**config.mk**
```make
export PLATFORM = sky130hd
export DESIGN_NAME = serial_rgb_pwm_command
export DESIGN_NICKNAME = d
export VERILOG_FILES = /design/src/hw/rtl/srpc_pkg.sv /design/src/hw/rtl/serial_rgb_pwm_command.sv
export SDC_FILE = /design/constraint.sdc
export NUM_CORES = 1
export LEC_CHECK = 0
export ABC_AREA = 1
export BUFFER_PORTS_ARGS = -buffer_cell sky130_fd_sc_hd__buf_2
export CORE_MARGIN = 2
export CORE_UTILIZATION = 44
export CTS_BUF_LIST = sky130_fd_sc_hd__clkbuf_8
export CTS_CLUSTER_SIZE = 12
export DETAILED_ROUTE_END_ITERATION = 8
export PLACE_DENSITY = 0.71
export REMOVE_ABC_BUFFERS = 1
export SETUP_SLACK_MARGIN = 0.02
export SLEW_MARGIN = 5
export SYNTH_ARGS = -nofsm -noshare
export SYNTH_HDL_FRONTEND = slang
export SYNTH_SLANG_ARGS = --single-unit
```
**constraint.sdc**
```tcl
create_clock -name clk -period 3.55 [get_ports clk]
set_clock_uncertainty 0.1 [all_clocks]
set_input_delay 0.1775 -clock clk [delete_from_list [all_inputs] [get_ports clk]]
set_output_delay 0.1775 -clock clk [all_outputs]
set_load 0.005 [all_outputs]
```
**src/hw/rtl/srpc_pkg.sv**
```systemverilog
`timescale 1ns / 1ps
`default_nettype none

package srpc_pkg;

    localparam int unsigned CHANNELS = 3;

    typedef logic [7:0] byte_t;

    typedef enum logic [1:0] {
        SEL_NONE  = 2'd0,
        SEL_RED   = 2'd1,
        SEL_GREEN = 2'd2,
        SEL_BLUE  = 2'd3
    } sel_t;

    localparam byte_t CHAR_R    = 8'h72;
    localparam byte_t CHAR_G    = 8'h67;
    localparam byte_t CHAR_B    = 8'h62;
    localparam byte_t CHAR_F    = 8'h66;
    localparam byte_t CHAR_0    = 8'h30;
    localparam byte_t CHAR_9    = 8'h39;
    localparam byte_t LEVEL_MAX = 8'hFF;

    localparam logic ACTION_BYTE = 1'b0;
    localparam logic ACTION_TICK = 1'b1;

endpackage

`default_nettype wire

```
**src/hw/rtl/serial_rgb_pwm_command.sv**
```systemverilog
`timescale 1ns / 1ps
`default_nettype none

// Serial-commanded RGB PWM. Each request is either a received byte (action 0) or one
// PWM counter tick (action 1), and every request gives one result: the three pin levels
// and the three commanded brightness levels after the request is applied. 'r', 'g', 'b'
// select a channel, DIGIT_COUNT decimal digits then set its level, 'f' turns all levels
// off; pending levels take effect when the shared 8-bit counter wraps. One request is
// taken every cycle and its result appears in the next cycle from the output register;
// the single stage of next-state logic and that register set the rate, and a request
// waits only while a finished result is held by a stalled receiver.
module serial_rgb_pwm_command #(
    parameter int unsigned DIGIT_COUNT = 3
) (
    input  wire logic              clk,
    input  wire logic              rst_n,
    input  wire logic              cmd_valid,
    output logic                   cmd_stall,
    input  wire logic              action,
    input  wire srpc_pkg::byte_t   rx_byte,
    output logic                   pwm_valid,
    input  wire logic              pwm_stall,
    output logic                   red_pin,
    output logic                   green_pin,
    output logic                   blue_pin,
    output srpc_pkg::byte_t        red_brightness,
    output srpc_pkg::byte_t        green_brightness,
    output srpc_pkg::byte_t        blue_brightness
);

    import srpc_pkg::*;

    localparam logic [1:0] DIGIT_LAST = DIGIT_COUNT[1:0];

    byte_t       cnt_reg, cnt_next;
    byte_t       pend_reg [CHANNELS];
    byte_t       pend_next [CHANNELS];
    byte_t       act_reg [CHANNELS];
    byte_t       act_next [CHANNELS];
    sel_t        sel_reg, sel_next;
    logic [1:0]  digits_reg, digits_next;
    byte_t       sum_reg, sum_next;
    logic        valid_reg;
    logic [2:0]  pin_reg, pin_next;
    byte_t       bright_reg [CHANNELS];

    logic        accept;
    logic        is_digit;
    byte_t       digit;
    byte_t       sum_step;
    logic [1:0]  digits_step;
    logic [1:0]  chan_idx;

    assign cmd_stall = valid_reg & pwm_stall;
    assign accept    = cmd_valid & ~cmd_stall;

    assign is_digit    = (rx_byte >= CHAR_0) && (rx_byte <= CHAR_9);
    assign digit       = rx_byte - CHAR_0;
    assign sum_step    = {sum_reg[4:0], 3'b000} + {sum_reg[6:0], 1'b0} + digit;
    assign digits_step = digits_reg + 2'd1;
    assign chan_idx    = sel_reg - 2'd1;

    always_comb
    begin
        cnt_next    = cnt_reg;
        sel_next    = sel_reg;
        digits_next = digits_reg;
        sum_next    = sum_reg;
        for (int i = 0; i < CHANNELS; i++)
        begin
            pend_next[i] = pend_reg[i];
            act_next[i]  = act_reg[i];
        end

        if (action == ACTION_TICK)
        begin
            cnt_next = cnt_reg + 8'd1;
            if (cnt_reg == LEVEL_MAX)
            begin
                for (int i = 0; i < CHANNELS; i++)
                begin
                    act_next[i] = pend_reg[i];
                end
            end
        end
        else
        begin
            if (is_digit && sel_reg != SEL_NONE)
            begin
                if (digits_step >= DIGIT_LAST)
                begin
                    for (int i = 0; i < CHANNELS; i++)
                    begin
                        if (chan_idx == i[1:0])
                        begin
                            pend_next[i] = ~sum_step;
                        end
                    end
                    sel_next    = SEL_NONE;
                    digits_next = 2'd0;
                    sum_next    = 8'd0;
                end
                else
                begin
                    digits_next = digits_step;
                    sum_next    = sum_step;
                end
            end
            case (rx_byte)
                CHAR_R: sel_next = SEL_RED;
                CHAR_G: sel_next = SEL_GREEN;
                CHAR_B: sel_next = SEL_BLUE;
                CHAR_F:
                begin
                    for (int i = 0; i < CHANNELS; i++)
                    begin
                        pend_next[i] = LEVEL_MAX;
                    end
                end
                default: ;
            endcase
        end

        for (int i = 0; i < CHANNELS; i++)
        begin
            pin_next[i] = cnt_next > act_next[i];
        end
    end

    always_ff @(posedge clk or negedge rst_n)
    begin
        if (!rst_n)
        begin
            cnt_reg    <= '0;
            sel_reg    <= SEL_NONE;
            digits_reg <= '0;
            sum_reg    <= '0;
            valid_reg  <= 1'b0;
            for (int i = 0; i < CHANNELS; i++)
            begin
                pend_reg[i] <= LEVEL_MAX;
                act_reg[i]  <= LEVEL_MAX;
            end
        end
        else
        begin
            if (accept)
            begin
                cnt_reg    <= cnt_next;
                sel_reg    <= sel_next;
                digits_reg <= digits_next;
                sum_reg    <= sum_next;
                for (int i = 0; i < CHANNELS; i++)
                begin
                    pend_reg[i] <= pend_next[i];
                    act_reg[i]  <= act_next[i];
                end
                valid_reg <= 1'b1;
            end
            else if (!pwm_stall)
            begin
                valid_reg <= 1'b0;
            end
        end
    end

    always_ff @(posedge clk)
    begin
        if (accept)
        begin
            pin_reg <= pin_next;
            for (int i = 0; i < CHANNELS; i++)
            begin
                bright_reg[i] <= ~pend_next[i];
            end
        end
    end

    assign pwm_valid        = valid_reg;
    assign red_pin          = pin_reg[0];
    assign green_pin        = pin_reg[1];
    assign blue_pin         = pin_reg[2];
    assign red_brightness   = bright_reg[0];
    assign green_brightness = bright_reg[1];
    assign blue_brightness  = bright_reg[2];

    a_digits_below_count: assert property (@(posedge clk) disable iff (!rst_n)
        digits_reg < DIGIT_LAST)
        else $error("digit count reached the number length");

    a_sum_clear_with_count: assert property (@(posedge clk) disable iff (!rst_n)
        (digits_reg == 2'd0) |-> (sum_reg == 8'd0))
        else $error("partial value left without digits");

    a_counter_only_on_tick: assert property (@(posedge clk) disable iff (!rst_n)
        !(accept && action == ACTION_TICK) |=> $stable(cnt_reg))
        else $error("counter moved without a tick");

    a_wrap_loads_active: assert property (@(posedge clk) disable iff (!rst_n)
        (accept && action == ACTION_TICK && cnt_reg == LEVEL_MAX)
        |=> (act_reg[0] == $past(pend_reg[0]) && act_reg[1] == $past(pend_reg[1])
             && act_reg[2] == $past(pend_reg[2])))
        else $error("active compares not loaded on wrap");

    a_brightness_tracks_pending: assert property (@(posedge clk) disable iff (!rst_n)
        accept |=> (red_brightness == ~pend_reg[0] && green_brightness == ~pend_reg[1]
                    && blue_brightness == ~pend_reg[2]))
        else $error("brightness does not match pending compare");

endmodule

`default_nettype wire

```
==> results, run 1 <==
- The run finished with clean final reports.
- In this run the remaining antenna-violating nets after routing total 0.
- The setup fix buffers added after clock tree synthesis is 0.
- The net switching power of the design is 0.0009506 W.
- For flop-to-flop paths, the worst setup slack is 0.61 ns.
- The largest single stage delay on the critical path is 0.50 ns.
- The hold-critical path depth is 3.
- The count of max-cap constraint violations is 0.
- The area growth from synthesis to final layout is 10.18%.
- The placed wire-length estimate is 9.328 mm.
- The H-tree generated during clock tree synthesis spans 3 levels.
- The cell count after synthesis came out at 746.
- The endpoint with the worst hold slack is sel_reg[0].
- The clock edge transition at the registers on the reported setup and hold paths is 0.09 ns.
- The shortest period the worst path allows is 2.935 ns.
- The critical path goes through inv_1 -> fa_1 -> inv_1 -> ha_1 -> ha_1 -> inv_1 -> fa_1 -> inv_1 -> nand3_1 -> nand2_1 -> nand2_1 -> nand2_1 -> inv_1 -> nand2_1 -> nand3_1 -> nand2_1 -> a21oi_1.
- On the critical path, the stage with the largest delay is an instance of sky130_fd_sc_hd__fa_1.
- The maximum vdd drop is 0.2733 mV.
- For the final routed database, the setup TNS stands at 0 ns.
- The maximum number of pins on one net before global-route repair is 61.
- At the pin with the least slew margin, the transition time is 0.9313 ns.
- The path depth of the worst reg2reg path is 17.
- Sequential cells account for 46.4% of the total power.
- TritonCTS built the clock tree.
- Setup repair after global routing left no endpoint under its margin.
- The number of warnings printed during yosys synthesis is 0.
- The launching point of the worst reg2reg path is sum_reg[0].
- In the layout the commonest cells are 252 x sky130_fd_sc_hd__nand2_1, 86 x sky130_fd_sc_hd__inv_1, 48 x sky130_fd_sc_hd__dfstp_2.
- The number of inserted diodes is 0.
- The count of nets after finishing is 833.
- The violation count after the first detailed-route iteration is 327.
- The number of hold buffers added after CTS was 3.
- Registers take 0.002572 mm2.
- Power comes to 0.002943 W.
- The count of buffers added on input and output ports is 41.
- The total overflow reported by the global router is 0.
- In this run the tightest slew margin relative to its limit is 37.74%.
- The total count of max-transition violations in the final report is 0.
- Wires add up to 13.37 mm.
- The vertical die dimension is 119.7 um.
- The biggest fanout along the worst timing path is 3.
- Dividing the detail-routed via count by the number of cells gives 5.163.
- After clock tree synthesis, the repair step resized 0 gates.
- The hold violation total from the final report is 0.
- The number of global-route vias before repair is 4546.
- The endpoint identified for the worst register-to-register timing path is bright_reg[0][15].
- The internal power component is 0.001993 W.
- The first global-routing pass estimated 22.51 mm of wire.
- The distinct cell type count after synthesis is 36.
- STA classifies the critical path endpoint as a flip-flop.
- The path class of the lowest-slack min-delay path is in -> reg.
- The fraction of final layout cells with drive strength greater than 1 is 15.56%.
- The number of rows in the core area is 42.
- Fill cells in the final layout number 1285.
- Summing all multi-input logic gate instances after layout gives 0.002845 mm2.
- The cell sitting at the root of the clock tree is a sky130_fd_sc_hd__clkbuf_8.
- The critical path required time is 3.57 ns.
- Pin placement for this block handled 42 I/O pins.
- The arrival time at the worst endpoint is 2.96 ns.
- The top achievable clock speed is 0.3407 GHz.
- The initial antenna violation count was 0.
- The start point of the worst min-delay path is rx_byte[5].
- The core region is 0.01314 mm2.
- In the final routed layout, each cell accounts on average for 13.92 um.
- The kind of start point of the critical path is a flip-flop.
- The number of storage elements in the synthesis netlist is 95.
- Detailed routing inserted a total of 4956 vias.
- The die area is 0.01432 mm2.
- The routability congestion estimate from global placement is 0.8451.
- The library cell used most frequently in the layout, excluding fill and tap cells, is sky130_fd_sc_hd__nand2_1.
- Setup violations remaining at the end of the flow were counted as 0.
- The clock latency on the worst-skew pair is 0.38 ns.
- The leakage power summed over all cells is 3.043 nW.
- Of the total power, combinational logic draws 26.6%.
- The area of the mapped netlist is 0.005886 mm2.
- The effective utilization at floorplan is 44.80%.
- The number of buffers created by CTS is 9.
- The clock drives 95 sinks.
- The number of buffers on the longest clock path is 2.
- The average cell area after synthesis is 7.890 um2.
- For this run, the detailed router's first-pass iteration total came to 5.
- The share of power burned in the clock network is 27.0%.
- Global routing consumed, over all layers together, 19.85% of the routing resources.
- For this run, the register share of the synthesized area comes to 43.71%.
- The fraction of the cycle the final worst path needs is 82.68%.
- The critical path class is reg -> reg.
- The residual DRC count is 0.
- The horizontal die dimension is 119.7 um.
- The power per cell area is 453.9 mW/mm2.
- The fraction of power spent switching nets is 32.30%.
-- stage by stage --
| stage | worst slack [ns] | hold WS [ns] | instances | utilization (%) | instance area (um2) |
|---|---|---|---|---|---|
| floorplan | 0.8023 | -0.2181 | 716 | - | 5744 |
| CTS | 0.6323 | 0.04294 | 960 | 49.36 | 6485 |
| detailed placement | 0.6434 | 0.2270 | 941 | 47.51 | 6242 |
| finish | 0.6148 | 0.05276 | 960 | 49.36 | 6485 |
| global placement | 0.6756 | 0.2241 | 941 | 47.51 | 6242 |
| global route | 0.3930 | 0.06707 | 960 | 49.36 | 6485 |
-- routing by layer --
metal | up-vias | wire, um | global-route usage, %
met5 | - | 0 | 0
met3 | 16 | 688 | 3.042
met1 | 2304 | 6392 | 28.89
met4 | 0 | 210 | 6.471
met2 | 137 | 6074 | 30.39
li1 | 2499 | - | -
-- worst max path at each step --
stage / start / end / slack (ns) / cells past startpoint
floorplan: sum_reg[0] / bright_reg[0][15] / 0.80 / 17
global placement: sum_reg[0] / bright_reg[0][15] / 0.68 / 17
detailed placement: sum_reg[0] / bright_reg[0][15] / 0.64 / 17
CTS: sum_reg[0] / bright_reg[0][15] / 0.63 / 17
global route: sum_reg[0] / bright_reg[0][23] / 0.39 / 17
finish: sum_reg[0] / bright_reg[0][15] / 0.61 / 17
-- cells by family after synthesis --
kind of cell	synth area share, %
muxes	0.8504
AOI/OAI and AO/OA	10.44
adders and majority gates	9.354
and+or+nand+nor	26.06
DFF	43.71
buffers and inverters	7.951
xor gates and xnor gates	1.637
-- synthesized netlist by cell type --
cell                       instances  area [um2]
sky130_fd_sc_hd__nand2_1         252       945.9
sky130_fd_sc_hd__inv_1            86       322.8
sky130_fd_sc_hd__dfstp_2          48        1261
sky130_fd_sc_hd__o21ai_0          47       235.2
sky130_fd_sc_hd__nand3_1          38       190.2
sky130_fd_sc_hd__a21oi_1          36       180.2
sky130_fd_sc_hd__ha_1             36       450.4
sky130_fd_sc_hd__nor2_1           32       120.1
sky130_fd_sc_hd__edfxtp_1         27       810.8
sky130_fd_sc_hd__o21ai_1          24       120.1
sky130_fd_sc_hd__nand4_1          21       131.4
sky130_fd_sc_hd__dfrtp_1          20       500.5
sky130_fd_sc_hd__buf_2            14       70.07
sky130_fd_sc_hd__clkbuf_1         10       37.54
sky130_fd_sc_hd__xor2_1            9       78.83
sky130_fd_sc_hd__fa_1              5       100.1
sky130_fd_sc_hd__mux2i_1           5       50.05
sky130_fd_sc_hd__nor2_2            4       25.02
sky130_fd_sc_hd__nor3_1            4       20.02
sky130_fd_sc_hd__o22ai_1           4       25.02
sky130_fd_sc_hd__buf_1             3       11.26
sky130_fd_sc_hd__buf_4             3       22.52
sky130_fd_sc_hd__nor2_4            3       33.78
sky130_fd_sc_hd__a31oi_1           2       12.51
sky130_fd_sc_hd__xnor2_1           2       17.52
sky130_fd_sc_hd__a221oi_1          1       8.760
sky130_fd_sc_hd__a22oi_1           1       7.510
sky130_fd_sc_hd__inv_2             1       3.750
sky130_fd_sc_hd__nand2_2           1       6.260
sky130_fd_sc_hd__nand3_4           1       17.52
sky130_fd_sc_hd__nand4_4           1       21.27
sky130_fd_sc_hd__nor3_4            1       16.27
sky130_fd_sc_hd__o21a_1            1       7.510
sky130_fd_sc_hd__o21bai_1          1       7.510
sky130_fd_sc_hd__o32a_1            1       10.01
sky130_fd_sc_hd__or2_2             1       6.260
-- cell type report --
type | count | share of cell area (%)
inverter | 87 | 5.036
sequential | 95 | 39.67
clock buffer | 10 | 2.122
tap | 176 | 3.396
clock inverter | 6 | 1.158
timing repair buffer | 52 | 4.746
multi-input combinational | 534 | 43.87
-- power groups by stage --
| stage | clock, W | sequential, W | combinational (W) |
|---|---|---|---|
| floorplan | 0 | 0.00137 | 0.000546 |
| finish | 0.000795 | 0.00137 | 0.000783 |
| global route | 0.000851 | 0.00138 | 0.000912 |
| global placement | 0 | 0.00138 | 0.000748 |
| detailed placement | 0 | 0.00138 | 0.000766 |
| CTS | 0.000813 | 0.00137 | 0.000787 |
-- critical path: cells and delay by family, from the launching register on --
family | cells | cell delay (ns)
compound gates | 1 | 0.09
flops | 1 | 0.36
buf+inv | 5 | 0.28
simple gates | 7 | 0.52
fa+ha+maj | 4 | 1.33
No activity file was read; power rests on OpenSTA's default activity.
==> run 2, diff against run 1 <==
==> constraint.sdc (replaced) <==
create_clock -name clk -period 2.8 [get_ports clk]
set_clock_uncertainty 0.1 [all_clocks]
set_input_delay 0.14 -clock clk [delete_from_list [all_inputs] [get_ports clk]]
set_output_delay 0.14 -clock clk [all_outputs]
set_load 0.005 [all_outputs]
==> run 2 against run 1 <==
Net effect:
- setup slack worse by 0.67 ns
- maximum frequency is 2.7% higher
- total power is 25% higher
- largest power group unchanged
- flip-flop and latch count stayed put
- the flow now finishes with violations (negative setup slack)
- die area stayed put
- via count is 0.30% higher
- sequential share of layout area is 1.1 points lower
- critical path type unchanged
- global-route usage hardly changed
- first-iteration DRC count is 3.4% higher
- non-clock buffer count is 17 higher
==> results, run 2 (synthesis results as in run 1) <==
- The run finished, with violations left.
- The final reports fail on negative setup slack.
- The initialized floorplan defines 42 standard-cell rows.
- After global routing the overflow that remains totals 0.
- The number of antenna diodes in the final layout is 0.
- The total count of max-transition violations in the final report came to 0.
- No sink is reached through more buffers than the 2 on the longest clock path.
- The pre-antenna-repair detailed-routing pass consisted of 5 iterations.
- The vertical die dimension is 119.7 um.
- Setup violations remaining at the end of the flow were counted as 8.
- Summed over all cells, the static leakage comes to 3.129 nW.
- The H-tree depth reported by CTS is 3.
- After clock tree synthesis, the clock-pin slew on the worst setup and hold paths is 0.09 ns.
- During placement, the flow inserted port buffers numbering 41.
- The critical path class is reg -> reg.
- The path class of the lowest-slack min-delay path is in -> reg.
- The final route contains 4971 vias.
- On the final layout, the worst hold slack is 0.02710 ns.
- The via-per-instance ratio is 5.088.
- The fraction of the cycle the final worst path needs is 102.1%.
- In this run the standard cell core region covers 0.01314 mm2.
- Setup repair after global routing could not meet its margin everywhere.
- The shortest period the worst path allows is 2.857 ns.
- In this run the power density over the cells is 552.8 mW/mm2.
- The root buffer cell chosen for the clock tree is sky130_fd_sc_hd__clkbuf_8.
- The final worst-path setup slack is -0.05742 ns.
- The hold violation total from the final report is 0.
- STA puts the critical path data arrival time at 2.90 ns.
- The number of global-route vias before repair is 4650.
- Once detail routing completed, the nets flagged for antenna violations numbered 0.
- The worst setup path is launched from a flip-flop.
- After detailed routing, the number of remaining DRC violations is 0.
- From left edge to right edge, the die measures 119.7 um.
- Entering global routing, the biggest net connects 44 pins.
- STA classifies the critical path endpoint as a flip-flop.
- At the worst endpoint, the required time is 2.85 ns.
- The count of nets after finishing is 850.
- Derived from the worst setup path, the maximum achievable clock frequency is 0.3500 GHz.
- The fraction of final layout cells with drive strength greater than 1 is 20.35%.
- The clock tree from TritonCTS is built.
- The die covers 0.01432 mm2.
- The initial antenna violation count is 0.
- Buffers inserted during clock tree synthesis total 9.
- The placed wire-length estimate is 9.468 mm.
- The wire length per cell is 13.76 um.
- The tool flagged a number of max-cap violations equal to 0.
- For this configuration, the core starts out at a cell density of 44.80%.
- Global routing used 19.90% of the available tracks across all layers.
- The biggest fanout along the worst timing path is 3.
- The clock latency on the worst-skew pair is 0.39 ns.
- The library cell used most frequently in the layout, excluding fill and tap cells, is sky130_fd_sc_hd__nand2_1.
- 42 I/O pins were placed.
- The number of inserted filler cells in the final layout is 1281.
- The measured slew at the worst slew-check pin is 0.5735 ns.
- In this run the tightest slew margin relative to its limit is 61.36%.
- IR analysis of the VDD net gives a maximum drop of 0.4171 mV.
- The first global-routing pass estimated 22.52 mm of wire.
- Compared with the post-synthesis result, the final layout area differs by 13.35%.
- In the layout the commonest cells are 249 x sky130_fd_sc_hd__nand2_1, 82 x sky130_fd_sc_hd__inv_1, 48 x sky130_fd_sc_hd__dfstp_2.
- The clock net sink count is 95.
- For this run, the slowest stage of the critical path takes 0.54 ns.
- Among all stages on the critical path, the largest delay is contributed by sky130_fd_sc_hd__fa_2.
- The detailed-route wire length is 13.45 mm.
- Timing analysis after detailed placement gives a worst setup slack of -0.09353 ns.
- The routability congestion estimate from global placement is 0.8477.
- For this block, the initial DRC count from the detailed router was 338.
- The signal on the critical path passes through inv_2 -> fa_1 -> inv_1 -> ha_1 -> ha_2 -> inv_2 -> fa_2 -> inv_2 -> o21ai_2 -> nand2_1 -> o21ai_1 -> nand2_1 -> nand4_1 -> nand2_1.
-- run 2: changes by cell type in the layout (fill, tap and decap cells not counted), sizes merged --
cell	change
dlygate4sd3	+1
buf	+16
clkbuf	+1
bufinv	-1
-- run 2: layout make-up --
| class | count | area (um2) | area share (%) |
|---|---|---|---|
| clock buffer | 11 | 151.4 | 2.269 |
| multi-input combinational | 534 | 2914 | 43.68 |
| clock inverter | 5 | 48.80 | 0.7314 |
| sequential | 95 | 2572 | 38.56 |
| timing repair buffer | 69 | 437.9 | 6.564 |
| inverter | 87 | 326.6 | 4.895 |
| tap | 176 | 220.2 | 3.301 |
-- run 2: worst max-delay path: cells and delay by family, from the launching register on --
| family | cells | cell delay (ns) |
|---|---|---|
| DFF | 1 | 0.37 |
| AOI/OAI and AO/OA | 2 | 0.17 |
| and+or+nand+nor | 4 | 0.27 |
| adders and majority gates | 4 | 1.50 |
| buffers and inverters | 4 | 0.20 |
-- run 2: path summary, 6_finish.rpt --
| check | slack (ns) | depth (start not counted) | from | end |
|---|---|---|---|---|
| max | -0.06 | 14 | sum_reg[0] | bright_reg[0][20] |
| min | 0.03 | 3 | rx_byte[0] | sum_reg[0] |
| max reg2reg | -0.06 | 14 | sum_reg[0] | bright_reg[0][20] |
| min reg2reg | 0.37 | 2 | act_reg[16] | act_reg[16] |
| max in group asynchronous | 1.97 | 3 | rst_n | pend_reg[2] |
| min in group asynchronous | 0.19 | 3 | rst_n | cnt_reg[0] |
-- run 2: what timing repair did --
item                                   in CTS  in global routing
gates resized for setup                    16                 10
endpoints found under the hold margin      41                  0
hold buffers                                4                  0
pin swaps                                   5                  4
gates cloned                                0                  0
setup endpoints to repair                  10                 18
setup buffers                               2                  3
-- run 2: metrics by stage --
stage | instances | util [%] | power (W) | TNS (ns) | cell area [um2]
floorplan | 716 | - | 0.002427 | 0 | 5744
global placement | 952 | 48.14 | 0.002715 | -0.1126 | 6325
detailed placement | 952 | 48.14 | 0.002741 | -0.4014 | 6325
CTS | 974 | 50.37 | 0.003717 | -0.2352 | 6618
global route | 977 | 50.78 | 0.003967 | -1.989 | 6671
finish | 977 | 50.78 | 0.003688 | -0.2891 | 6671
-- run 2: power by group --
part / internal [W] / switching [W] / leakage [nW]
logic: 0.000399 / 0.000609 / 2.06
clock network: 0.000454 / 0.000499 / 0.110
registers: 0.00163 / 0.000100 / 0.959
-- run 2: routing by layer --
| metal | vias up | share of wire, % | GRT usage (%) |
|---|---|---|---|
| met5 | - | 0 | 0 |
| met4 | 0 | 1.8 | 6.838 |
| met3 | 16 | 4.5 | 4.183 |
| met2 | 97 | 46 | 31.32 |
| met1 | 2327 | 48 | 27.37 |
| li1 | 2531 | - | - |
==> run 3, diff against run 2 <==
--- a/config.mk
+++ b/config.mk
@@ -10,9 +10,7 @@
 export CORE_MARGIN = 2
 export CORE_UTILIZATION = 44
 export CTS_BUF_LIST = sky130_fd_sc_hd__clkbuf_8
-export CTS_CLUSTER_SIZE = 12
 export DETAILED_ROUTE_END_ITERATION = 8
-export PLACE_DENSITY = 0.71
 export REMOVE_ABC_BUFFERS = 1
 export SETUP_SLACK_MARGIN = 0.02
 export SLEW_MARGIN = 5
==> run 3 against run 2 <==
Net effect:
- the run still ends with negative setup slack left
- non-clock buffer count unchanged
- global-route usage up 2.2 points
- register-to-register slack better by 0.03 ns
- clock power down 5.2%
- total power down 0.28%
- clock-buffer cell count down 2
- first-iteration DRC count down 0.89%
- maximum frequency up 0.89%
- critical path depth up 2
==> results, run 3 (synthesis results as in run 1) <==
- The fraction of the cycle the final worst path needs is 101.2%.
- Setup violations remaining at the end of the flow were counted as 5.
- The hold violation total from the final report is 0.
- The number of logic stages on the critical path including buffering is 16.
- The die area is 0.01432 mm2.
- The violation count after the first detailed-route iteration is 335.
- The clock latency on the worst-skew pair is 0.39 ns.
- The wire length per cell is 15.00 um.
- For this design the top-level I/O count stands at 42.
- The routability congestion estimate from global placement is 0.8291.
- The maximum number of pins on one net before global-route repair is 63.
- At the pin with the least slew margin, the transition time is 0.6643 ns.
- The cell family contributing the most delay on the critical path is adder cells.
- Internal power comes to 0.002435 W.
- In this run, the combinational gates consume 28.5% of the power.
- The H-tree depth reported by CTS is 3.
- Leaving out fill and tap cells, the most frequent cells in the layout are 243 x sky130_fd_sc_hd__nand2_1, 82 x sky130_fd_sc_hd__inv_1, 48 x sky130_fd_sc_hd__dfstp_2.
- The total power is 0.003677 W.
- The library cell used most frequently in the layout, excluding fill and tap cells, is sky130_fd_sc_hd__nand2_1.
- The area growth from synthesis to final layout is 14.24%.
- Counting both buffers and inverters, the worst setup path holds a total of 5.
- The clock net in this run drives a total of 95 sinks.
- The run finished, with violations left.
- The total count of max-transition violations in the final report was 0.
- Measured against its own limit, the worst slew margin works out to 55.72%.
- The longest individual stage delay on the worst path is 0.55 ns.
- The fraction of final layout cells with drive strength greater than 1 is 20.85%.
- The checks that failed: negative setup slack.
- The fraction of power spent switching nets is 33.78%.
- The number of inserted diodes is 0.
- Along the worst hold path, the cell count comes to 3.
- The arrival time at the worst endpoint is 2.87 ns.
- The vertical die dimension is 119.7 um.
- The clock network burns 24.6% of the power.
- Setup repair after global routing could not meet its margin everywhere.
- The first global-routing pass estimated 24.85 mm of wire.
- The effective utilization at floorplan is 44.80%.
- After filler insertion, the fill cell instance count of the layout stands at 1246.
- The root buffer cell is sky130_fd_sc_hd__clkbuf_8.
- The count of nets after finishing is 850.
- The worst setup path is captured at a flip-flop.
- The number of rows in the core area is 42.
- Summed over all cells, the static leakage comes to 3.147 nW.
- The proportion of power drawn by flip-flops and latches is 47.0%.
- The power per cell area is 546.9 mW/mm2.
- Along the worst path, the maximum fanout reaches 3.
- The post-placement worst setup slack is -0.1790 ns.
- Clock tree synthesis inserted a total of 9 buffers.
- The number of buffers inserted by port buffering is 41.
- The clock passes through at most 2 buffers.
- The placed wire-length estimate is 10.24 mm.
- The total routing resource utilization after global routing is 22.07%.
- IR analysis of the VDD net gives a maximum drop of 0.2998 mV.
- The number of global-route vias before repair is 5012.
- The floorplan step defined a core boundary enclosing 0.01314 mm2.
- The worst hold path belongs to the class in -> reg.
- The critical path goes through inv_1 -> fa_1 -> inv_2 -> fa_1 -> inv_1 -> fa_2 -> inv_2 -> nand3_2 -> nand2_1 -> nand2_1 -> nand2_2 -> inv_2 -> nand2_4 -> nand3_2 -> nand2_1 -> a21oi_2.
- The initial antenna violation count came to 0.
- After clock tree synthesis, the clock-pin slew on the worst setup and hold paths is 0.10 ns.
- The shortest period the worst path allows is 2.832 ns.
- The count of max-cap constraint violations is 0.
- The residual DRC count is 0.
- STA classifies the critical path startpoint as a flip-flop.
- The top achievable clock speed is 0.3531 GHz.
- The via count is 5048.
- The path depth of the worst reg2reg path is 16.
- The number of iterations in the first detailed-routing pass is 5.
- For this design the total switching power over the nets is 0.001242 W.
- The critical path class is reg -> reg.
- The total overflow left after global routing is 0.
- The cell with the biggest individual delay on the critical path is sky130_fd_sc_hd__fa_1.
- The critical path required time is 2.84 ns.
- The via-per-instance ratio is 5.167.
- The detailed-route wire length is 14.65 mm.
- Across all setup checks in the final design, the least slack found is -0.03223 ns.
- The count of antenna-violating nets left after detailed routing is 0.
- The die is 119.7 um wide.
- The clock tree from TritonCTS is built.
-- run 3: changes by cell type in the layout (fill, tap and decap cells not counted), moves of 2 or more --
cell                       before  now
sky130_fd_sc_hd__buf_4         23   20
sky130_fd_sc_hd__buf_6          0    2
sky130_fd_sc_hd__clkbuf_8      11    9
sky130_fd_sc_hd__clkinv_2       3    0
sky130_fd_sc_hd__ha_2           2    0
sky130_fd_sc_hd__ha_4           0    3
sky130_fd_sc_hd__inv_2          5    8
sky130_fd_sc_hd__nand2_1      249  243
sky130_fd_sc_hd__nand2_2        4    7
sky130_fd_sc_hd__nand2_4        0    3
sky130_fd_sc_hd__o21ai_1       26   28
sky130_fd_sc_hd__o21ai_2        2    0
-- run 3: power groups by stage --
stage / clock (W) / sequential (W) / combinational, W
floorplan: 0 / 0.00173 / 0.000692
global placement: 0 / 0.00174 / 0.000967
detailed placement: 0 / 0.00175 / 0.00100
CTS: 0.000933 / 0.00173 / 0.00103
global route: 0.000977 / 0.00175 / 0.00122
finish: 0.000903 / 0.00173 / 0.00105
-- run 3: stage by stage --
step	util (%)	setup TNS, ns	hold WS, ns	std cells	instance area [um2]
2_1_floorplan	-	0	-0.2556	716	5744
3_3_place_gp	48.07	-0.2225	0.09918	949	6315
3_5_place_dp	48.07	-1.006	0.1046	949	6315
4_1_cts	50.21	-0.2364	0.001822	972	6596
5_1_grt	51.18	-2.487	0.04601	977	6724
6_report	51.18	-0.1029	0.01893	977	6724
-- run 3: cell type report --
cell class	count	area (um2)	share of cell area, %
clock buffer	9	123.9	1.842
inverter	87	326.6	4.857
timing repair buffer	69	457.9	6.811
sequential	95	2572	38.26
multi-input combinational	534	2965	44.10
tap	176	220.2	3.275
clock inverter	7	57.56	0.8560
-- run 3: path summary, 6_finish.rpt --
check / slack (ns) / start / to
hold reg to reg: 0.37 / act_reg[8] / act_reg[8]
min in group asynchronous: 0.21 / rst_n / pwm_valid
setup reg to reg: -0.03 / sum_reg[2] / bright_reg[0][7]
hold / removal: 0.02 / rx_byte[0] / sum_reg[0]
max in group asynchronous: 1.64 / rst_n / act_reg[23]
setup / recovery: -0.03 / sum_reg[2] / bright_reg[0][7]
-- run 3: worst register-to-register path, cell delays in order (launching register included) --
cell                      delay [ns]
sky130_fd_sc_hd__dfrtp_1        0.37
sky130_fd_sc_hd__inv_1          0.12
sky130_fd_sc_hd__fa_1           0.21
sky130_fd_sc_hd__inv_2          0.04
sky130_fd_sc_hd__fa_1           0.55
sky130_fd_sc_hd__inv_1          0.09
sky130_fd_sc_hd__fa_2           0.41
sky130_fd_sc_hd__inv_2          0.06
sky130_fd_sc_hd__nand3_2        0.06
sky130_fd_sc_hd__nand2_1        0.06
sky130_fd_sc_hd__nand2_1        0.06
sky130_fd_sc_hd__nand2_2        0.11
sky130_fd_sc_hd__inv_2          0.06
sky130_fd_sc_hd__nand2_4        0.07
sky130_fd_sc_hd__nand3_2        0.06
sky130_fd_sc_hd__nand2_1        0.11
sky130_fd_sc_hd__a21oi_2        0.06
-- run 3: per-layer routing --
layer / wire (um) / global-route usage, %
met5: 0 / 0
met4: 379 / 9.044
met3: 451 / 3.327
met2: 7165 / 36.50
met1: 6656 / 29.06
-- run 3: timing repair --
item | 4_1_cts | 5_1_grt
pin swaps | 5 | 11
setup buffers | 3 | 5
gates resized for setup | 16 | 24
setup endpoints to repair | 15 | 24
hold buffers | 4 | 0
endpoints found under the hold margin | 11 | 0
